--- config.mk ---
export PLATFORM = sky130hd
export DESIGN_NAME = gamepad_button_auto_repeat
export DESIGN_NICKNAME = d
export VERILOG_FILES = /design/src/design/gbar_pkg.sv /design/src/design/gamepad_button_auto_repeat.sv
export VERILOG_INCLUDE_DIRS = /design/src /design/src/design
export SDC_FILE = /design/constraint.sdc
export NUM_CORES = 2
export LEC_CHECK = 0
export ABC_AREA = 1
export BUFFER_PORTS_ARGS = -buffer_cell sky130_fd_sc_hd__buf_2
export CORE_UTILIZATION = 55
export CTS_CLUSTER_DIAMETER = 200
export CTS_CLUSTER_SIZE = 28
export DETAILED_ROUTE_END_ITERATION = 8
export GPL_TIMING_DRIVEN = 0
export PLACE_DENSITY_LB_ADDON = 0.12
export SYNTH_ARGS = -nofsm -noshare
export SYNTH_HDL_FRONTEND = slang
export SYNTH_SLANG_ARGS = --single-unit
--- constraint.sdc ---
create_clock -name clock -period 4.3 [get_ports clock]
set_clock_uncertainty 0.1 [all_clocks]
set_input_delay 0.645 -clock clock [delete_from_list [all_inputs] [get_ports clock]]
set_output_delay 0.645 -clock clock [all_outputs]
set_load 0.05 [all_outputs]
--- src/design/gamepad_button_auto_repeat_defines.svh ---
// ----------------------------------------------------------------------------
// Gamepad button auto-repeat: assertion macros
// Shared property shapes for the auto-repeat block; clocked on clock and
// disabled while reset is high.
// ----------------------------------------------------------------------------
`ifndef GAMEPAD_BUTTON_AUTO_REPEAT_DEFINES_SVH
`define GAMEPAD_BUTTON_AUTO_REPEAT_DEFINES_SVH

// Check cons in the same cycle as ante
`define GBAR_ASSERT_SAME(label, ante, cons, msg) \
   label: assert property (@(posedge clock) disable iff (reset) (ante) |-> (cons)) \
      else $error(msg);

// Check cons in the cycle after ante
`define GBAR_ASSERT_NEXT(label, ante, cons, msg) \
   label: assert property (@(posedge clock) disable iff (reset) (ante) |=> (cons)) \
      else $error(msg);

`endif

--- src/design/gbar_pkg.sv ---
// ----------------------------------------------------------------------------
// Gamepad button auto-repeat: package
// Field widths, result codes, register indexes and the button lookups.
// ----------------------------------------------------------------------------
`default_nettype none

package gbar_pkg;

   localparam int NUM_BUTTONS = 25;
   localparam int AXIS_COUNT  = 10;
   localparam int TICK_WIDTH  = 32;
   localparam int TICK_EXT_W  = 64;
   localparam int REQ_DATA_W  = 128;
   localparam int RSP_DATA_W  = 24;
   localparam int RSP_USER_W  = 3;
   localparam int CSR_INDEX_W = 3;
   localparam int CSR_DATA_W  = 16;

   // Result kinds
   localparam logic KIND_AXIS   = 1'b0;
   localparam logic KIND_BUTTON = 1'b1;

   // Button event codes
   localparam logic [1:0] EV_PRESS   = 2'd0;
   localparam logic [1:0] EV_RELEASE = 2'd1;
   localparam logic [1:0] EV_REPEAT  = 2'd2;

   // Register indexes
   localparam logic [2:0] REG_LEFT_DZ     = 3'd0;
   localparam logic [2:0] REG_RIGHT_DZ    = 3'd1;
   localparam logic [2:0] REG_LEFT_THR    = 3'd2;
   localparam logic [2:0] REG_RIGHT_THR   = 3'd3;
   localparam logic [2:0] REG_FIRST_DELAY = 3'd4;
   localparam logic [2:0] REG_PERIOD      = 3'd5;
   localparam logic [2:0] REG_PAD_ID      = 3'd6;

   // Button numbers driven by analog inputs
   localparam int BTN_L2     = 10;
   localparam int BTN_R2     = 13;
   localparam int BTN_LS_UP  = 17;
   localparam int BTN_LS_DN  = 18;
   localparam int BTN_LS_LT  = 19;
   localparam int BTN_LS_RT  = 20;
   localparam int BTN_RS_UP  = 21;
   localparam int BTN_RS_DN  = 22;
   localparam int BTN_RS_LT  = 23;
   localparam int BTN_RS_RT  = 24;

   // One result before pad number and end-of-poll mark are attached
   typedef struct packed {
      logic        kind;
      logic [4:0]  key;
      logic [1:0]  event_res;
      logic [15:0] axis_value;
   } result_type;

   // Map the digital mask onto button numbers 0..16; touchpad, L2 and R2
   // have no mask bit
   function automatic logic [16:0] mask_to_buttons(input logic [15:0] mask);
      logic [16:0] b;
      b      = '0;
      b[0]   = mask[14];
      b[1]   = mask[12];
      b[2]   = mask[13];
      b[3]   = mask[15];
      b[4]   = mask[0];
      b[5]   = mask[1];
      b[6]   = mask[2];
      b[7]   = mask[3];
      b[9]   = mask[8];
      b[11]  = mask[6];
      b[12]  = mask[9];
      b[14]  = mask[7];
      b[15]  = mask[4];
      b[16]  = mask[5];
      return b;
   endfunction

   // Button number reported with each axis result, in emission order
   function automatic logic [4:0] axis_key(input logic [3:0] idx);
      logic [4:0] k;
      case (idx)
         4'd0:    k = 5'(BTN_L2);
         4'd1:    k = 5'(BTN_R2);
         4'd2:    k = 5'(BTN_LS_UP);
         4'd3:    k = 5'(BTN_LS_DN);
         4'd4:    k = 5'(BTN_LS_RT);
         4'd5:    k = 5'(BTN_LS_LT);
         4'd6:    k = 5'(BTN_RS_UP);
         4'd7:    k = 5'(BTN_RS_DN);
         4'd8:    k = 5'(BTN_RS_LT);
         4'd9:    k = 5'(BTN_RS_RT);
         default: k = '0;
      endcase
      return k;
   endfunction

endpackage

`default_nettype wire

--- src/design/gamepad_button_auto_repeat.sv ---
// ----------------------------------------------------------------------------
// Gamepad button auto-repeat
// Turns one gamepad poll into ten axis results followed by press, release
// and repeat events for 25 buttons, with per-button repeat times in a RAM.
//
//  channel | dir | handshake             | payload
//  req     | in  | req_tvalid/req_tready | req_tdata (poll fields)
//  rsp     | out | rsp_tvalid/rsp_tready | rsp_tdata, rsp_tuser, rsp_tlast
//  csr     | in  | csr_we                | csr_index, csr_wdata
//
// A poll runs through an accept step, 10 axis results, 25 button slots
// (one repeat-time RAM entry each) and a final step that releases the
// final result, which is held back to mark it with tlast.
// req_tready is high only between polls.
// Reset (synchronous) clears control state and loads register defaults;
// the repeat-time RAM is not cleared, since an entry is read only for a
// button held since a press that wrote it.
// The sequencer pauses while the output register is full and not taken.
// ----------------------------------------------------------------------------
`default_nettype none

`include "gamepad_button_auto_repeat_defines.svh"

module gamepad_button_auto_repeat #(
   parameter int TIME_WIDTH = 32   // 16 .. 64
) (
   input  wire                              clock,
   input  wire                              reset,
   // button_mask, left_trigger, right_trigger, left_x, left_y, right_x,
   // right_y, now_tick
   input  wire                              req_tvalid,
   output logic                             req_tready,
   input  wire [gbar_pkg::REQ_DATA_W-1:0]   req_tdata,
   // key, event_res, axis_value, zero pad
   output logic                             rsp_tvalid,
   input  wire                              rsp_tready,
   output logic [gbar_pkg::RSP_DATA_W-1:0]  rsp_tdata,
   // kind, user
   output logic [gbar_pkg::RSP_USER_W-1:0]  rsp_tuser,
   output logic                             rsp_tlast,
   input  wire                              csr_we,
   input  wire [gbar_pkg::CSR_INDEX_W-1:0]  csr_index,
   input  wire [gbar_pkg::CSR_DATA_W-1:0]   csr_wdata
);

   localparam logic [1:0] ST_IDLE  = 2'd0;
   localparam logic [1:0] ST_AXIS  = 2'd1;
   localparam logic [1:0] ST_BTN   = 2'd2;
   localparam logic [1:0] ST_FLUSH = 2'd3;

   localparam logic [4:0] LAST_AXIS = 5'(gbar_pkg::AXIS_COUNT - 1);
   localparam logic [4:0] LAST_BTN  = 5'(gbar_pkg::NUM_BUTTONS - 1);

   // Configuration registers
   logic [14:0] left_dz_ff;
   logic [14:0] right_dz_ff;
   logic [7:0]  left_thr_ff;
   logic [7:0]  right_thr_ff;
   logic [15:0] first_delay_ff;
   logic [15:0] period_ff;
   logic [1:0]  pad_id_ff;

   // Sequencer
   logic [1:0]  state_ff, state_in;
   logic [4:0]  idx_ff, idx_in;

   // Poll registers
   logic [TIME_WIDTH-1:0] now_ff;
   logic [gbar_pkg::NUM_BUTTONS-1:0] cur_ff, held_ff;
   logic signed [15:0] lt_av_ff, rt_av_ff, lx_av_ff, ly_av_ff, rx_av_ff, ry_av_ff;

   // Repeat-time RAM
   logic [TIME_WIDTH-1:0] due_mem [gbar_pkg::NUM_BUTTONS];
   logic [TIME_WIDTH-1:0] rd_data_ff;
   logic                  mem_we;
   logic [TIME_WIDTH-1:0] mem_wdata;

   // Held-back result and output register
   gbar_pkg::result_type hold_ff, rsp_res_ff, new_res;
   logic       hold_valid_ff;
   logic       rsp_tvalid_ff;
   logic       rsp_last_ff;
   logic [1:0] rsp_user_ff;
   logic       new_valid;
   logic       flush;
   logic       out_ok;

   // Unpacked request fields
   logic [15:0]        req_mask;
   logic [7:0]         req_lt, req_rt;
   logic signed [15:0] req_lx, req_ly, req_rx, req_ry;
   logic [gbar_pkg::TICK_EXT_W-1:0] req_now_ext;
   logic [gbar_pkg::NUM_BUTTONS-1:0] req_buttons;
   logic signed [15:0] left_pos, left_neg, right_pos, right_neg;
   logic ly_up, ly_dn, lx_lt, lx_rt, ry_up, ry_dn, rx_lt, rx_rt, lt_on, rt_on;

   // Button slot terms
   logic                  was, is_on;
   logic [TIME_WIDTH-1:0] due_diff;

   // Unpack the poll
   assign req_mask    = req_tdata[15:0];
   assign req_lt      = req_tdata[23:16];
   assign req_rt      = req_tdata[31:24];
   assign req_lx      = $signed(req_tdata[47:32]);
   assign req_ly      = $signed(req_tdata[63:48]);
   assign req_rx      = $signed(req_tdata[79:64]);
   assign req_ry      = $signed(req_tdata[95:80]);
   assign req_now_ext = {32'd0, req_tdata[127:96]};

   // Zone edges and the analog button decisions
   assign left_pos  = $signed({1'b0, left_dz_ff});
   assign left_neg  = -left_pos;
   assign right_pos = $signed({1'b0, right_dz_ff});
   assign right_neg = -right_pos;
   assign lt_on = req_lt > left_thr_ff;
   assign rt_on = req_rt > right_thr_ff;
   assign ly_up = req_ly > left_pos;
   assign ly_dn = req_ly < left_neg;
   assign lx_rt = req_lx > left_pos;
   assign lx_lt = req_lx < left_neg;
   assign ry_up = req_ry > right_pos;
   assign ry_dn = req_ry < right_neg;
   assign rx_rt = req_rx > right_pos;
   assign rx_lt = req_rx < right_neg;

   always_comb begin
      req_buttons = {8'd0, gbar_pkg::mask_to_buttons(req_mask)};
      req_buttons[gbar_pkg::BTN_L2]    = lt_on;
      req_buttons[gbar_pkg::BTN_R2]    = rt_on;
      req_buttons[gbar_pkg::BTN_LS_UP] = ly_up;
      req_buttons[gbar_pkg::BTN_LS_DN] = ly_dn;
      req_buttons[gbar_pkg::BTN_LS_LT] = lx_lt;
      req_buttons[gbar_pkg::BTN_LS_RT] = lx_rt;
      req_buttons[gbar_pkg::BTN_RS_UP] = ry_up;
      req_buttons[gbar_pkg::BTN_RS_DN] = ry_dn;
      req_buttons[gbar_pkg::BTN_RS_LT] = rx_lt;
      req_buttons[gbar_pkg::BTN_RS_RT] = rx_rt;
   end

   assign req_tready = (state_ff == ST_IDLE);
   assign out_ok     = !rsp_tvalid_ff || rsp_tready;

   // Current button slot
   assign was      = held_ff[idx_ff];
   assign is_on    = cur_ff[idx_ff];
   assign due_diff = now_ff - rd_data_ff;

   // Sequence one step per cycle while the output side has room
   always_comb begin
      state_in  = state_ff;
      idx_in    = idx_ff;
      new_valid = 1'b0;
      new_res   = '0;
      mem_we    = 1'b0;
      mem_wdata = now_ff + TIME_WIDTH'(period_ff);
      flush     = 1'b0;
      case (state_ff)
         ST_IDLE: begin
            if (req_tvalid) begin
               state_in = ST_AXIS;
               idx_in   = '0;
            end
         end
         ST_AXIS: begin
            if (out_ok) begin
               new_valid      = 1'b1;
               new_res.kind   = gbar_pkg::KIND_AXIS;
               new_res.key    = gbar_pkg::axis_key(idx_ff[3:0]);
               case (idx_ff[3:0])
                  4'd0:       new_res.axis_value = lt_av_ff;
                  4'd1:       new_res.axis_value = rt_av_ff;
                  4'd2, 4'd3: new_res.axis_value = ly_av_ff;
                  4'd4, 4'd5: new_res.axis_value = lx_av_ff;
                  4'd6, 4'd7: new_res.axis_value = ry_av_ff;
                  default:    new_res.axis_value = rx_av_ff;
               endcase
               if (idx_ff == LAST_AXIS) begin
                  state_in = ST_BTN;
                  idx_in   = '0;
               end else begin
                  idx_in = idx_ff + 5'd1;
               end
            end
         end
         ST_BTN: begin
            if (out_ok) begin
               new_res.kind = gbar_pkg::KIND_BUTTON;
               new_res.key  = idx_ff;
               if (was && is_on) begin
                  // Repeat when the due time is not in the future
                  if (!due_diff[TIME_WIDTH-1]) begin
                     new_valid         = 1'b1;
                     new_res.event_res = gbar_pkg::EV_REPEAT;
                     mem_we            = 1'b1;
                  end
               end else if (was) begin
                  new_valid         = 1'b1;
                  new_res.event_res = gbar_pkg::EV_RELEASE;
               end else if (is_on) begin
                  new_valid         = 1'b1;
                  new_res.event_res = gbar_pkg::EV_PRESS;
                  mem_we            = 1'b1;
                  mem_wdata         = now_ff + TIME_WIDTH'(first_delay_ff);
               end
               if (idx_ff == LAST_BTN) begin
                  state_in = ST_FLUSH;
                  idx_in   = '0;
               end else begin
                  idx_in = idx_ff + 5'd1;
               end
            end
         end
         ST_FLUSH: begin
            if (out_ok) begin
               flush    = 1'b1;
               state_in = ST_IDLE;
            end
         end
         default: begin
            state_in = ST_IDLE;
         end
      endcase
   end

   // Configuration writes
   always_ff @(posedge clock) begin
      if (reset) begin
         left_dz_ff     <= 15'd7849;
         right_dz_ff    <= 15'd8689;
         left_thr_ff    <= 8'd30;
         right_thr_ff   <= 8'd30;
         first_delay_ff <= 16'd150;
         period_ff      <= 16'd300;
         pad_id_ff      <= 2'd0;
      end else if (csr_we) begin
         case (csr_index)
            gbar_pkg::REG_LEFT_DZ:     left_dz_ff     <= csr_wdata[14:0];
            gbar_pkg::REG_RIGHT_DZ:    right_dz_ff    <= csr_wdata[14:0];
            gbar_pkg::REG_LEFT_THR:    left_thr_ff    <= csr_wdata[7:0];
            gbar_pkg::REG_RIGHT_THR:   right_thr_ff   <= csr_wdata[7:0];
            gbar_pkg::REG_FIRST_DELAY: first_delay_ff <= csr_wdata;
            gbar_pkg::REG_PERIOD:      period_ff      <= csr_wdata;
            gbar_pkg::REG_PAD_ID:      pad_id_ff      <= csr_wdata[1:0];
            default: ;
         endcase
      end
   end

   // Sequencer and button history
   always_ff @(posedge clock) begin
      if (reset) begin
         state_ff <= ST_IDLE;
         idx_ff   <= '0;
         held_ff  <= '0;
      end else begin
         state_ff <= state_in;
         idx_ff   <= idx_in;
         if (flush) begin
            held_ff <= cur_ff;
         end
      end
   end

   // Capture the poll on transfer; zero analog values inside their zone
   always_ff @(posedge clock) begin
      if (req_tvalid && req_tready) begin
         now_ff   <= req_now_ext[TIME_WIDTH-1:0];
         cur_ff   <= req_buttons;
         lt_av_ff <= lt_on ? $signed({8'd0, req_lt}) : 16'sd0;
         rt_av_ff <= rt_on ? $signed({8'd0, req_rt}) : 16'sd0;
         ly_av_ff <= (ly_up || ly_dn) ? req_ly : 16'sd0;
         lx_av_ff <= (lx_rt || lx_lt) ? req_lx : 16'sd0;
         ry_av_ff <= (ry_up || ry_dn) ? req_ry : 16'sd0;
         rx_av_ff <= (rx_rt || rx_lt) ? req_rx : 16'sd0;
      end
   end

   // Repeat-time RAM: read the next slot's entry, write back the current one.
   // The read address is the next index, so a write never meets a read of
   // the same entry in the same cycle.
   always_ff @(posedge clock) begin
      if (mem_we) begin
         due_mem[idx_ff] <= mem_wdata;
      end
      rd_data_ff <= due_mem[idx_in];
   end

   // Hold back the newest result; push the previous one out
   always_ff @(posedge clock) begin
      if (reset) begin
         hold_valid_ff <= 1'b0;
         rsp_tvalid_ff <= 1'b0;
      end else begin
         if (new_valid) begin
            hold_valid_ff <= 1'b1;
         end else if (flush) begin
            hold_valid_ff <= 1'b0;
         end
         if ((new_valid && hold_valid_ff) || flush) begin
            rsp_tvalid_ff <= 1'b1;
         end else if (rsp_tready) begin
            rsp_tvalid_ff <= 1'b0;
         end
      end
   end

   always_ff @(posedge clock) begin
      if (new_valid) begin
         hold_ff <= new_res;
      end
      if ((new_valid && hold_valid_ff) || flush) begin
         rsp_res_ff  <= hold_ff;
         rsp_user_ff <= pad_id_ff;
         rsp_last_ff <= flush;
      end
   end

   // Drive the result channel
   assign rsp_tvalid = rsp_tvalid_ff;
   assign rsp_tdata  = {1'b0, rsp_res_ff.axis_value, rsp_res_ff.event_res, rsp_res_ff.key};
   assign rsp_tuser  = {rsp_user_ff, rsp_res_ff.kind};
   assign rsp_tlast  = rsp_last_ff;

   // Checks
   `GBAR_ASSERT_SAME(a_btn_index_range, state_ff == ST_BTN, idx_ff <= LAST_BTN, "button index out of range")
   `GBAR_ASSERT_SAME(a_hold_filled, (state_ff == ST_BTN) || (state_ff == ST_FLUSH), hold_valid_ff, "no held-back result after axis phase")
   `GBAR_ASSERT_NEXT(a_history_update, flush, held_ff == $past(cur_ff) && rsp_tlast && rsp_tvalid, "poll end did not update history or mark tlast")
   `GBAR_ASSERT_SAME(a_ram_write_in_scan, mem_we, (state_ff == ST_BTN) && out_ok, "repeat-time write outside button scan")

endmodule

`default_nettype wire

# Yosys cells after proc, flatten, opt, wreduce, memory -nomap -nowiden
# Memory sizes are Yosys's and may differ from the RTL's. A register that Yosys moved wholly into a read port is not among the register bits.
# Index checks and enable logic that the tools add are counted.
# Widths: inputs -> output; s select.
# totals
reg_bits	316
ram_bits	800
rom_bits	80
out_inout_bits	30
mem_count	2
# op_classes
addsub	6
magnitude_cmp	11
eq_ne	24
muxes	48
n_reduce_logical	28
# mem_list
name	words	word_bits	rd	rd_ports_with_merged_regs	write_ports	line_no	text
due_mem	25	32	1	1	1	gamepad_button_auto_repeat.sv:73	logic [TIME_WIDTH-1:0] due_mem [gbar_pkg::NUM_BUTTONS];
(name not given)	16	5	1	1	0	gbar_pkg.sv:82	case (idx)
# ops
op	n
$mux 32	5
$pmux 16 s5	1
$add 32x16->32	2
$gt 16x16->1	4
$lt 16x16->1	4
$neg 15->16	2
$sub 32x32->32	1
$mux 5	6
$mux 1	20
$reduce_and 2->1	9
$eq 4x3->1 const B	4
$gt 8x8->1	2
$mux 2	8
$pmux 5 s3	1
$ne 2x2->1 const B	6
$pmux 6 s2	1
$bmux 1 s5	2
$eq 3x3->1 const B	3
$eq 4x2->1 const B	2
$mux 8	1
$pmux 2 s4	1
$eq 3x2->1 const B	2
$logic_or 1x1->1	6
$lt 5x6->1 const B	1
other kinds (17)	23

# Longest topological paths before layout
# logic_depth
depth_word	10
ltp_mapped	21
depth_no_buf	21

# Worst setup path after synthesis
# OpenSTA, ideal clock, no wires.
# synth_timing
path_type	flip-flop to flip-flop
from	reg state_ff[0]
to	reg cur_ff[0] in the netlist's numbering (enable)
setup_time_ns	0.489
arrival_time_ns	3.643
setup_slack_ns	0.069
path_stages_with_launch	5
n_path_buf	0
path_cell_list	dfxtp_1 inv_1 ha_1 nand2_1 inv_1
# synth_between
elab_chain_len	2
# synth_lines
item	line_no	text
start, declared	gamepad_button_auto_repeat.sv:64	logic [1:0] state_ff, state_in;
start signal, assigned	gamepad_button_auto_repeat.sv:257	state_ff <= state_in;
$logic_not 2->1	gamepad_button_auto_repeat.sv:141	assign req_tready = (state_ff == ST_IDLE);
net req_tready	gamepad_button_auto_repeat.sv:32	output logic req_tready,
$logic_and 1x1->1	gamepad_button_auto_repeat.sv:267	if (req_tvalid && req_tready) begin
end signal, assigned	gamepad_button_auto_repeat.sv:269	cur_ff <= req_buttons;
end, declared	gamepad_button_auto_repeat.sv:69	logic [gbar_pkg::NUM_BUTTONS-1:0] cur_ff, held_ff;
# The timed path passes the listed nets, and every way through them passes these cells.
# A chain may end at the register's enable or synchronous reset.

# Worst setup path after layout
# layout_timing
from	reg state_ff[0]
to	reg rd_data_ff[3] (read register of due_mem)
# layout_between
elab_chain_len	2
# layout_lines
item	line_no	text
$eq 2x2->1, or another cell as far along	gamepad_button_auto_repeat.sv:158	case (state_ff)
$pmux 5 s3 *	gamepad_button_auto_repeat.sv:158	
end, declared	gamepad_button_auto_repeat.sv:74	logic [TIME_WIDTH-1:0] rd_data_ff;
# Mark *: on every way between the ends. The rest lies on a longest branch, timed or not.

==> impl_metrics.py <==
metrics = {
    "floorplanning": {
        "floorplan.initialDensity": 0.558,
        "design.core.area_um2": 95600,
        "die_h_um": 313,
        "io-pin-count": 182,
        "floorplan.rows": 113,
        "die-width_um": 313,
        "die-area_um2": 98200,
    },
    "global_route": {
        "grt_first_pass_wirelength_um": 235000,
        "grt_pass1_vias": 37200,
        "antenna_violations_before_repair": 20,
        "grt_max_degree": 94,
        "grt_util_all_layers": 0.325,
        "gr-total-overflow": 0,
    },
    "clock_tree": {
        "htree_levels": 2,
        "path_clk_slew_ns": 0.11,
        "clock_tree_from_tritoncts": "done",
        "clkLatencyLatePin_ns": 0.66,
        "num_cts_buffers": 46,
        "numClockSinks": 1137,
        "max-clock-path-buffers": 3,
        "clock_tree.root_cell": "sky130_fd_sc_hd__clkbuf_16",
        "post_cts_hold_buffer_count": 0,
    },
    "synth": {
        "synth-async-reset-ratio": 0,
        "synth_top_family_by_area": "simple AND/OR/NAND/NOR gates",
        "synth-seq-area-share": 0.612,
        "synth_cells": 5383,
        "yosys.area_share.adder": 0.0505,
        "synth_area_in_simple_gates": 0.220,
        "synth-edff-count": 987,
        "synth.area.mux_share": 0.000563,
        "post_synthesis_xor_xnor_area_fraction": 0.0107,
        "ys.warnings.count": 0,
        "postSynthRegisterBits": 1137,
        "synth-compound-area-share": 0.0449,
        "synth.avg_cell_area_um2": 9.90,
        "yosys_most_used_dff": "sky130_fd_sc_hd__edfxtp_1",
        "post_synth_instance_area_um2": 53300,
        "postSynthNetCount": 5749,
        "synth_cell_type_count": 49,
    },
    "power": {
        "power.static_leakage_uw": 0.0242,
        "post-layout-total-power_uw": 35200,
        "switching_share": 0.432,
        "power.share.sequential": 0.403,
        "peakVddDrop_mv": 0.387,
        "power.share.combinational": 0.442,
        "clkPwrFrac": 0.155,
        "cellInternalPower_uw": 20000,
        "power.density_cell_area_nw_per_um2": 598,
        "power_switching_uw": 15200,
    },
    "sta": {
        "period_minus_slack_ns": 4.33,
        "grt_setup_unrepaired": "true",
        "final-hold-violation-count": 0,
        "fmaxAchievable_mhz": 231,
        "setup_viol": 2,
        "fraction_of_the_cycle_the_final_worst_path_needs": 1.01,
        "tightest_slew_ns": 1.17,
        "finalWorstSetupSlack_ns": -0.0320,
        "maxSlewViolCount": 0,
        "max_slew_margin": 0.217,
    },
    "place": {
        "dp_worst_setup_slack_ns": -0.386,
        "numPortBuffers": 177,
        "detailed_place_hpwl_um": 119000,
        "dpl.cell_count": 6867,
        "globalplace.congestion": 0.975,
    },
    "route": {
        "routed-via-count": 40300,
        "drt_iter0_drc": 5227,
        "firstDrtPassIters": 6,
        "route.detailed.wl_per_inst_um": 23.2,
        "routed_via_density": 5.78,
        "totalWireLength_um": 162000,
        "drc": 0,
        "detail-route-antenna-nets": 0,
    },
    "worst_hold_path": {
        "holdCritPathClass": "input pin to flop",
        "min_delay_path_depth": 1,
    },
    "status": {
        "run_status": "finished with violations",
        "failed_checks": "negative setup slack",
    },
    "worst_setup_path": {
        "cp.required_ns": 4.75,
        "worst_path_class_setup": "flop to flop",
        "worst_r2r_path_cells": 14,
        "critical_path.startpoint_type": "flop",
        "setup.worst_path.end_class": "flop",
        "worst-path-max-fanout": 10,
        "worst-endpoint-arrival_ns": 4.78,
    },
    "cells_and_area": {
        "final_net_count": 6042,
        "num-fill-cells": 8073,
        "area.growth.synth_to_final_pct": 10.3,
        "post_layout_nonfiller_instances": 6978,
        "drive_above_1_share": 0.0908,
    },
    "run": {
        "cap_violations": 0,
    },
}
## placed cells by master (no fill, tap or decap), types with 28 or more instances in the layout
master	count
sky130_fd_sc_hd__inv_1	539
sky130_fd_sc_hd__nand3_1	812
sky130_fd_sc_hd__a21oi_1	159
sky130_fd_sc_hd__o21ai_0	149
sky130_fd_sc_hd__o211ai_1	30
sky130_fd_sc_hd__buf_12	28
sky130_fd_sc_hd__buf_2	287
sky130_fd_sc_hd__edfxtp_1	987
sky130_fd_sc_hd__clkbuf_1	129
sky130_fd_sc_hd__nand2_1	1429
sky130_fd_sc_hd__nor2_4	29
sky130_fd_sc_hd__ha_1	212
sky130_fd_sc_hd__nand3b_1	97
sky130_fd_sc_hd__nor2_1	287
sky130_fd_sc_hd__clkbuf_16	47
sky130_fd_sc_hd__xor2_1	43
sky130_fd_sc_hd__dfxtp_1	150
## cell type report
class / instances / area [um2] / share of cell area
antenna: 11 / 27.5 / 0.000468
buffer: 255 / 1140 / 0.0194
clock buffer: 72 / 1270 / 0.0216
clock inverter: 2 / 25.0 / 0.000426
inverter: 561 / 2150 / 0.0366
multi-input combinational: 3430 / 17900 / 0.304
sequential: 1137 / 32600 / 0.555
tap: 1265 / 1580 / 0.0269
timing repair buffer: 241 / 2080 / 0.0354
timing repair inverter: 4 / 27.5 / 0.000468
## power by group through the flow
stage	sequential, uW	clock [uW]	combinational [uW]
floorplan	14400	0	9160
global placement	14600	0	14400
detailed placement	14400	0	15000
CTS	14200	5450	15100
global route	14300	5800	16800
finish	14200	5450	15500
## worst max-delay path, stage by stage, from the launching register on
cell and delay, ns:
sky130_fd_sc_hd__dfxtp_1 0.44, sky130_fd_sc_hd__inv_1 0.09, sky130_fd_sc_hd__ha_1 0.29, sky130_fd_sc_hd__inv_1 0.12
sky130_fd_sc_hd__o21ai_0 0.16, sky130_fd_sc_hd__nand2_1 0.41, sky130_fd_sc_hd__clkbuf_1 0.92, sky130_fd_sc_hd__clkbuf_1 0.75
sky130_fd_sc_hd__nand3b_1 0.16, sky130_fd_sc_hd__nand3_1 0.14, sky130_fd_sc_hd__nand3_1 0.12, sky130_fd_sc_hd__nand3_1 0.18
sky130_fd_sc_hd__nand2_1 0.13, sky130_fd_sc_hd__nand2_1 0.10, sky130_fd_sc_hd__nand2_1 0.06
## layer usage
metal | share of wire | vias up | track usage | wire [um]
li1 | - | 18800 | - | -
met5 | 0.00028 | - | 0 | 45
met2 | 0.45 | 2078 | 0.512 | 73400
met3 | 0.11 | 281 | 0.0558 | 17800
met4 | 0.030 | 6 | 0.0933 | 4830
met1 | 0.41 | 19200 | 0.464 | 66000
## cells in the mapped netlist, drive strengths merged (8+ instances only)
cell       n  area share
nand2   1441        0.10
nor4       8     0.00094
a22o       8      0.0013
inv      556       0.039
nor3      22      0.0021
o211ai    30      0.0042
edfxtp   987        0.56
a21oi    161       0.015
ha       212       0.050
o21ai    165       0.016
xor2      55      0.0090
nand3    814       0.077
xnor2     10      0.0016
a31oi     14      0.0016
dfxtp    150       0.056
a221oi     8      0.0013
a41oi      8      0.0013
clkbuf   111      0.0078
nand4     14      0.0016
nand3b    97       0.014
buf      144       0.013
nor2     322       0.023
## through the flow
step,instance area [um2],hold slack (ns),util,TNS [ns]
3_5_place_dp,56900,0.305,0.596,-95.18
4_1_cts,58600,0.0170,0.613,0
6_report,58800,0.0539,0.615,-0.0362
2_1_floorplan,53300,0.300,-,0
3_3_place_gp,55800,0.301,0.584,-1988.90
5_1_grt,58800,0.0302,0.615,-0.180
## path summary, 6_finish.rpt
check | end | startpoint | slack (ns)
max | rd_data_ff[3] | state_ff[0] | -0.03
min | cur_ff[3] | req_tdata[15] | 0.05
max reg2reg | rd_data_ff[3] | state_ff[0] | -0.03
min reg2reg | rsp_tdata[15] | hold_ff[8] | 0.33
## what timing repair did
action	in CTS	in global routing
hold endpoints to repair	0	0
gates resized for setup	21	44
buffers inserted	19	3
setup endpoints to repair	831	576
pin swaps	12	0
cloned	2	2
## logic make-up (layout without fill, tap and decap cells)
kind of cell | Yosys count | after routing
buf+inv | 816 | 1135
fa+ha+maj | 214 | 214
flops | 1137 | 1137
xor+xnor | 65 | 65
compound gates | 423 | 423
mux | 3 | 3
other cells | 1 | 12
simple gates | 2724 | 2724
## state kept, by name, indices dropped and copies added, names as in the netlist, 8 cells and up, named ones only
register,count
cur_ff,24
due_mem,800
first_delay_ff,16
held_ff,24
hold_ff,24
left_dz_ff,15
left_thr_ff,8
lt_av_ff,8
lx_av_ff,16
ly_av_ff,16
now_ff,32
period_ff,16
rd_data_ff,32
right_dz_ff,15
right_thr_ff,8
rsp_tdata,23
rt_av_ff,8
rx_av_ff,16
ry_av_ff,16
No activity file was read; power rests on OpenSTA's default activity.
